--- config.mk ---
export PLATFORM = sky130hd
export DESIGN_NAME = qrs_front
export DESIGN_NICKNAME = d
export VERILOG_FILES = /design/src/rtl/core/qrs_pkg.sv /design/src/rtl/core/qrs_front.sv
export SDC_FILE = /design/constraint.sdc
export NUM_CORES = 2
export LEC_CHECK = 0
export BUFFER_PORTS_ARGS = -buffer_cell sky130_fd_sc_hd__buf_2
export CAP_MARGIN = 10
export CORE_MARGIN = 3
export CORE_UTILIZATION = 30
export DETAILED_ROUTE_END_ITERATION = 7
export SYNTH_ARGS = -nofsm -noshare
export SYNTH_HDL_FRONTEND = slang
export SYNTH_SLANG_ARGS = --single-unit
--- constraint.sdc ---
create_clock -name clk -period 8.7 [get_ports clk]
set_clock_uncertainty 0.05 [all_clocks]
set_input_delay 0.435 -clock clk [delete_from_list [all_inputs] [get_ports clk]]
set_output_delay 0.435 -clock clk [all_outputs]
set_load 0.005 [all_outputs]
--- src/rtl/core/qrs_pkg.sv ---
package qrs_pkg;

  localparam int CoefW = 24;
  localparam int ThrW = 23;
  localparam int DiscW = 50;
  localparam int RadW = 64;
  localparam int RootW = 32;
  localparam int NumW = 42;
  localparam int UdW = CoefW;
  localparam int SqrtStages = RootW / 2;
  localparam int DivStages = RootW / 2;

  localparam logic [2:0] CASE_IDENTITY = 3'd0;
  localparam logic [2:0] CASE_CONTRA = 3'd1;
  localparam logic [2:0] CASE_LINEAR = 3'd2;
  localparam logic [2:0] CASE_TWO_REAL = 3'd3;
  localparam logic [2:0] CASE_REPEATED = 3'd4;
  localparam logic [2:0] CASE_COMPLEX = 3'd5;

  typedef struct packed {
    logic [2:0] kind;
    logic signed [DiscW-1:0] disc;
    logic signed [CoefW-1:0] a;
    logic signed [CoefW-1:0] b;
    logic signed [CoefW-1:0] c;
  } sqr_side_t;

  typedef struct packed {
    logic [2:0] kind;
    logic signed [DiscW-1:0] disc;
  } div_side_t;

  typedef struct packed {
    logic [RootW-1:0] q;
    logic big;
    logic neg;
  } quo_t;

  typedef struct packed {
    logic [RootW-1:0] val;
    logic sat;
  } root_t;

  function automatic root_t fmt_root(quo_t x);
    root_t r;
    r.sat = 1'b0;
    r.val = x.q;
    if (x.neg) begin
      if (x.big || (x.q > {1'b1, {(RootW-1){1'b0}}})) begin
        r.sat = 1'b1;
        r.val = {1'b1, {(RootW-1){1'b0}}};
      end else begin
        r.val = ~x.q + {{(RootW-1){1'b0}}, 1'b1};
      end
    end else if (x.big || x.q[RootW-1]) begin
      r.sat = 1'b1;
      r.val = {1'b0, {(RootW-1){1'b1}}};
    end
    return r;
  endfunction

endpackage

--- src/rtl/core/qrs_front.sv ---
module qrs_front (
  input  logic                             clk,
  input  logic                             rst_n,
  input  logic                             in_v,
  input  logic signed [qrs_pkg::CoefW-1:0] in_a,
  input  logic signed [qrs_pkg::CoefW-1:0] in_b,
  input  logic signed [qrs_pkg::CoefW-1:0] in_c,
  input  logic        [qrs_pkg::ThrW-1:0]  thr,
  input  logic                             down_rdy,
  output logic                             up_rdy,
  output logic                             out_v,
  output qrs_pkg::sqr_side_t               out_side,
  output logic        [qrs_pkg::RadW-1:0]  out_rad
);

  logic va_r, vb_r, en_a, en_b;
  logic signed [qrs_pkg::CoefW-1:0] a_r, b_r, c_r;
  logic signed [2*qrs_pkg::CoefW-1:0] bb_r, ac_r, bb_nxt, ac_nxt;
  logic za_r, zb_r, zc_r;
  qrs_pkg::sqr_side_t side_r, side_nxt;
  logic [qrs_pkg::RadW-1:0] rad_r, rad_nxt;
  logic signed [qrs_pkg::DiscW:0] d_full, t_full;
  logic [qrs_pkg::DiscW-1:0] d_mag, t_mag;

  function automatic logic is_zero(logic signed [qrs_pkg::CoefW-1:0] x,
                                   logic [qrs_pkg::ThrW-1:0] t);
    logic [qrs_pkg::CoefW-1:0] m;
    m = x[qrs_pkg::CoefW-1] ? (~x + 1'b1) : x;
    return (x == '0) || (m < {1'b0, t});
  endfunction

  assign en_b = !vb_r || down_rdy;
  assign en_a = !va_r || en_b;
  assign up_rdy = en_a;

  assign bb_nxt = in_b * in_b;
  assign ac_nxt = in_a * in_c;

  always_comb begin
    d_full = (qrs_pkg::DiscW+1)'(bb_r) - ((qrs_pkg::DiscW+1)'(ac_r) <<< 2);
    t_full = {12'd0, thr, 16'd0};
    t_mag = {11'd0, thr, 16'd0};
    d_mag = d_full[qrs_pkg::DiscW-1] ? (~d_full[qrs_pkg::DiscW-1:0] + 1'b1)
                                     : d_full[qrs_pkg::DiscW-1:0];
    rad_nxt = {d_mag, 14'd0};
    side_nxt.disc = d_full[qrs_pkg::DiscW-1:0];
    side_nxt.a = a_r;
    side_nxt.b = b_r;
    side_nxt.c = c_r;
    if (za_r) begin
      if (zb_r) begin
        side_nxt.kind = zc_r ? qrs_pkg::CASE_IDENTITY : qrs_pkg::CASE_CONTRA;
      end else begin
        side_nxt.kind = qrs_pkg::CASE_LINEAR;
      end
    end else if (d_full > t_full) begin
      side_nxt.kind = qrs_pkg::CASE_TWO_REAL;
    end else if (d_full[qrs_pkg::DiscW] && (d_mag >= t_mag)) begin
      side_nxt.kind = qrs_pkg::CASE_COMPLEX;
    end else begin
      side_nxt.kind = qrs_pkg::CASE_REPEATED;
    end
  end

  always_ff @(posedge clk) begin
    if (!rst_n) begin
      va_r <= 1'b0;
      vb_r <= 1'b0;
    end else begin
      if (en_a) va_r <= in_v;
      if (en_b) vb_r <= va_r;
    end
    if (en_a) begin
      a_r <= in_a;
      b_r <= in_b;
      c_r <= in_c;
      bb_r <= bb_nxt;
      ac_r <= ac_nxt;
      za_r <= is_zero(in_a, thr);
      zb_r <= is_zero(in_b, thr);
      zc_r <= is_zero(in_c, thr);
    end
    if (en_b) begin
      side_r <= side_nxt;
      rad_r <= rad_nxt;
    end
  end

  assign out_v = vb_r;
  assign out_side = side_r;
  assign out_rad = rad_r;

endmodule

Yosys cells after proc, flatten, opt, wreduce, memory -nomap -nowiden. Cells that the tools add are included.

Memories: 0. Input port bits: 99. RAM bits: 0. Register bits: 348. Bits in latches: 0. Word-level logic and storage cells: 52. Memory bits (read-only): 0.

Add/subtract/negate cells: 5. $lt $le $gt $ge: 5. Equality and inequality tests: 0. Multiplexer cells: 9. Reduce and logical (&&, ||, !) cells: 11. Div/mod/pow operators: 0. Shift-type cells: 0. Multipliers: 2. Bitwise gates (word level): 4.

Operator list (count): $mul 24x24->48 (2); $add 24x1->24 const B (3); $logic_not 24->1 (3); $lt 24x23->1 (3); $mux 24 (3); $not 24->24 (3); $gt 51x40->1 (1); $sub 48x50->51 (1); $add 50x1->50 const B (1); $ge 50x39->1 (1); $mux 50 (1); $not 50->50 (1); $mux 3 (2); $logic_or 1x1->1 (5); $logic_not 1->1 (2); $mux 1 (2); $mux 2 (1); $logic_and 1x1->1 (1).

Longest topological paths before layout.
Depth after elaboration: 9. Mapped depth: 32. Gate-level depth less buffers: 31.

Worst setup path after synthesis. No wires, ideal clock.

Path kind: input -> register. Start point: input port in_b[2] (netlist name). End point: register bb_r[47] (netlist name), data pin. Data arrival time: 7.966 ns. Path buffers: 2. Library setup time: 0.260 ns. Stages on the path: 28. Data required time: 8.390 ns. Slack: 0.424 ns. Cells stage by stage: clkbuf_1 -> clkbuf_1 -> nand2_1 -> fa_1 -> fa_1 -> inv_1 -> fa_1 -> inv_1 -> fa_1 -> fa_1 -> fa_1 -> fa_1 -> inv_1 -> ha_1 -> a21o_1 -> a21o_1 -> a221oi_1 -> o21ai_1 -> a221oi_1 -> nor2b_1 -> o21a_1 -> o41ai_2 -> o311ai_1 -> o311ai_1 -> o31ai_1 -> a2111oi_0 -> o21bai_1 -> xnor2_1.

Cells in the longest elaborated chain, start to end: 1.

RTL lines: start: declaration (RTL line qrs_front.sv:6) `input logic signed [qrs_pkg::CoefW-1:0] in_b,`; $mul 24x24->48 (RTL line qrs_front.sv:36) `assign bb_nxt = in_b * in_b;`; via bb_nxt (one bit) (RTL line qrs_front.sv:18) `logic signed [2*qrs_pkg::CoefW-1:0] bb_r, ac_r, bb_nxt, ac_nxt;`; end signal: assignment (RTL line qrs_front.sv:77) `bb_r <= bb_nxt;`; end: declaration (RTL line qrs_front.sv:18).

The timed path passes the listed nets, and every way through them passes these cells. A chain may end at the register's enable or synchronous reset.

Final worst setup path.
Start point: input port in_b[21] (netlist name). End point: register bb_r[47] (netlist name), data pin.

Same word-level chain as after synthesis.

==> summary.md <==
| Metric | Value |
|---|---|
| Die Area | `200000 um^2` |
| Leading post-synthesis cells by cell area | `fa_1 40%, edfxtp_1 18%, ha_1 9.4%` |
| Multi-input logic area | `42300 um^2` |
| Clock tree buffer depth | `3` |
| Worst min path class | `in -> reg` |
| Post-route cell area | `64600 um^2` |
| Commonest non-fill, non-tap cell in the layout | `inv_1` |
| Top_reg_cell synth | `edfxtp_1` |
| Post-DP HPWL | `147 mm` |
| Fillers | `19500` |
| Worst path max stage delay | `0.59 ns` |
| Sequential cell area fraction in the yosys report | `17.6%` |
| IO Pins | `290` |
| Initial antenna violation count | `5` |
| Routability congestion estimate | `0.937` |
| Min Tclk post-route | `8.10 ns` |
| FF/Latch Area | `10300 um^2` |
| Post-cts resize count | `0` |
| CP Depth | `28` |
| Critical path class | `in -> reg` |
| Req. time, crit path | `9.01 ns` |
| Final WL | `174 mm` |
| Setup total negative slack | `0 ns` |
| WP data arrival | `8.40 ns` |
| First-pass GRT wire length | `271 mm` |
| PortBufs | `274` |
| RR Startpoint | `bb_r[10]` |
| Most frequent cells in the layout | `1311 x inv_1, 1168 x fa_1, 656 x nand2_1` |
| Final nets | `7770` |
| Crit path max-delay cell type | `fa_1` |
| 1st-pass router iterations | `5` |
| Hold Violations, Final | `0` |
| Max Clk Rate | `0.123 GHz` |
| Register-to-Register Path Depth | `25` |
| Reg2reg setup slack | `0.84 ns` |
| Vias in the first global route | `45200` |
| CTS H-Tree Depth | `2` |
| Clock slew at reported path FFs | `0.06 ns` |
| ANT nets after route | `0` |
| Crit. Startpoint | `in_b[21]` |
| Hold path depth | `1` |
| Crit path buffers/inverters | `6` |
| Grt ovf | `0` |
| Layout area overhead | `10.5%` |
| Post-synth top area cell | `fa_1` |
| Post-CTS setup buffers | `0` |
| Die width | `447 um` |
| Vias | `41000` |
| Ys Warns | `0` |
| EDFF count, synth | `341` |
| Status | `finished, final reports clean` |
| Mapped Cells | `5814` |
| Worst hold start | `in_c[1]` |
| Post-Syn Area | `58500 um^2` |
| Worst Path Max Fanout | `4` |
| Final period util | `93.1%` |
| GRT Overall Usage | `17.8%` |
| Row cnt | `161` |
| Drt drc | `0` |
| Yosys reg bits | `343` |
| Synth cell types | `103` |
| CTS tree | `built` |
| Vias per cell | `4.76` |
| Largest net degree at the start of global routing | `66` |
| RSZ-0062 raised after global routing | `no` |
| Avg Cell Area, Syn | `10.1 um^2` |
| TritonCTS buffer count | `41` |
| CTS root buf | `clkbuf_16` |
| Most used cell, CP | `fa_1` |
| Startpoint types | `primary input` |
| Relative slew slack | `15.9%` |
| Pins over their slew limit | `0` |
| Ratio of cells with drive above 1 in the final layout | `9.28%` |
| Final setup violation count | `0` |
| Initial core utilization | `30.3%` |
| Post-synthesis async set-or-reset flop share | `0%` |
| Wire per inst | `20.2 um` |
| CP delay by family, top | `adder cells` |
| Maxcap violations | `0` |
| Die Height | `447 um` |
| Clock Latency Late Sink | `0.64 ns` |
| Critical Path Sink Type | `flop` |
| DP Area | `63300 um^2` |
| Worst Tran Pin Value | `1.25 ns` |
| Top-area cell type share of the netlist area | `40.0%` |
| 1st-iter DRT viols | `2375` |
| Core ar. | `193000 um^2` |
| Num Clock Sinks | `343` |
## layer usage
metal	GRT usage, %	vias up	share of wire (%)
met5	0	-	0.015
met4	13.4	4	9.2
met3	2.01	398	4.5
met2	30.0	1193	49
met1	20.9	21000	38
li1	-	18400	-
## state kept, by name, indices dropped and copies added (netlist names)
register,cells
out_rad,49
va_r,1
b_r,24
zc_r,1
ac_r,48
zb_r,1
out_side,123
za_r,1
out_v,1
bb_r,46
c_r,24
a_r,24
## area by class of cell
type	instances	share of cell area (%)
Antenna cell	6	0.0232
Clock inverter	30	0.378
Multi-Input combinational cell	3917	65.4
Timing Repair Buffer	441	4.11
Inverter	1318	7.67
Tap cell	2526	4.89
Clock buffer	42	1.59
Sequential cell	343	15.9
## logic make-up (layout without fill, tap and decap cells)
| kind of cell | Yosys count | after routing | synth area share [%] |
|---|---|---|---|
| AOI/OAI and AO/OA | 593 | 593 | 6.82 |
| xor gates and xnor gates | 252 | 252 | 3.83 |
| adders and majority gates | 1609 | 1609 | 49.4 |
| buffers and inverters | 1568 | 1831 | 10.2 |
| DFF | 343 | 343 | 17.6 |
| muxes | 6 | 6 | 0.105 |
| other | 1 | 21 | 0.00641 |
| and+or+nand+nor | 1442 | 1442 | 12.0 |
## what timing repair did
action / in CTS / in global routing
hold buffers: 3 / 0
setup endpoints to repair: 0 / 0
hold endpoints to repair: 3 / 0
## stage by stage
stage               setup WS, ns  hold WS [ns]  instances  utilization (%)
floorplan                  0.424         0.350       5828                -
global placement         0.00933         0.350       8542             32.8
detailed placement        0.0727         0.355       8542             32.8
CTS                        0.693        0.0139       8617             33.4
global route              0.0160        0.0299       8618             33.4
finish                     0.603        0.0630       8623             33.5
## cells in the mapped netlist (all sizes together), types with 9 or more instances
master,instances
buf,41
o21bai,17
o211ai,10
nor3,34
or3,17
a211oi,9
clkbuf,209
and3,9
a21oi,161
nand2b,38
xnor2,199
nand4,39
nand3b,9
or4,16
edfxtp,341
a21boi,9
a31oi,16
nand3,46
and2,306
o31ai,36
inv,1315
o21ai,115
o21a,23
nor4,15
nor2,165
a21o,112
nor2b,47
nand2,658
ha,441
xor2,53
fa,1168
o41ai,13
or2,24
## worst paths after layout
path / endpoint
worst min register to register: out_side[32]
worst min-delay path: c_r[1]
worst max register to register: out_side[122]
worst max-delay path: bb_r[47]
Power is left out: the tool's default activity adds up to more than one toggle a clock period on the data nets, which glitch-free logic cannot reach.
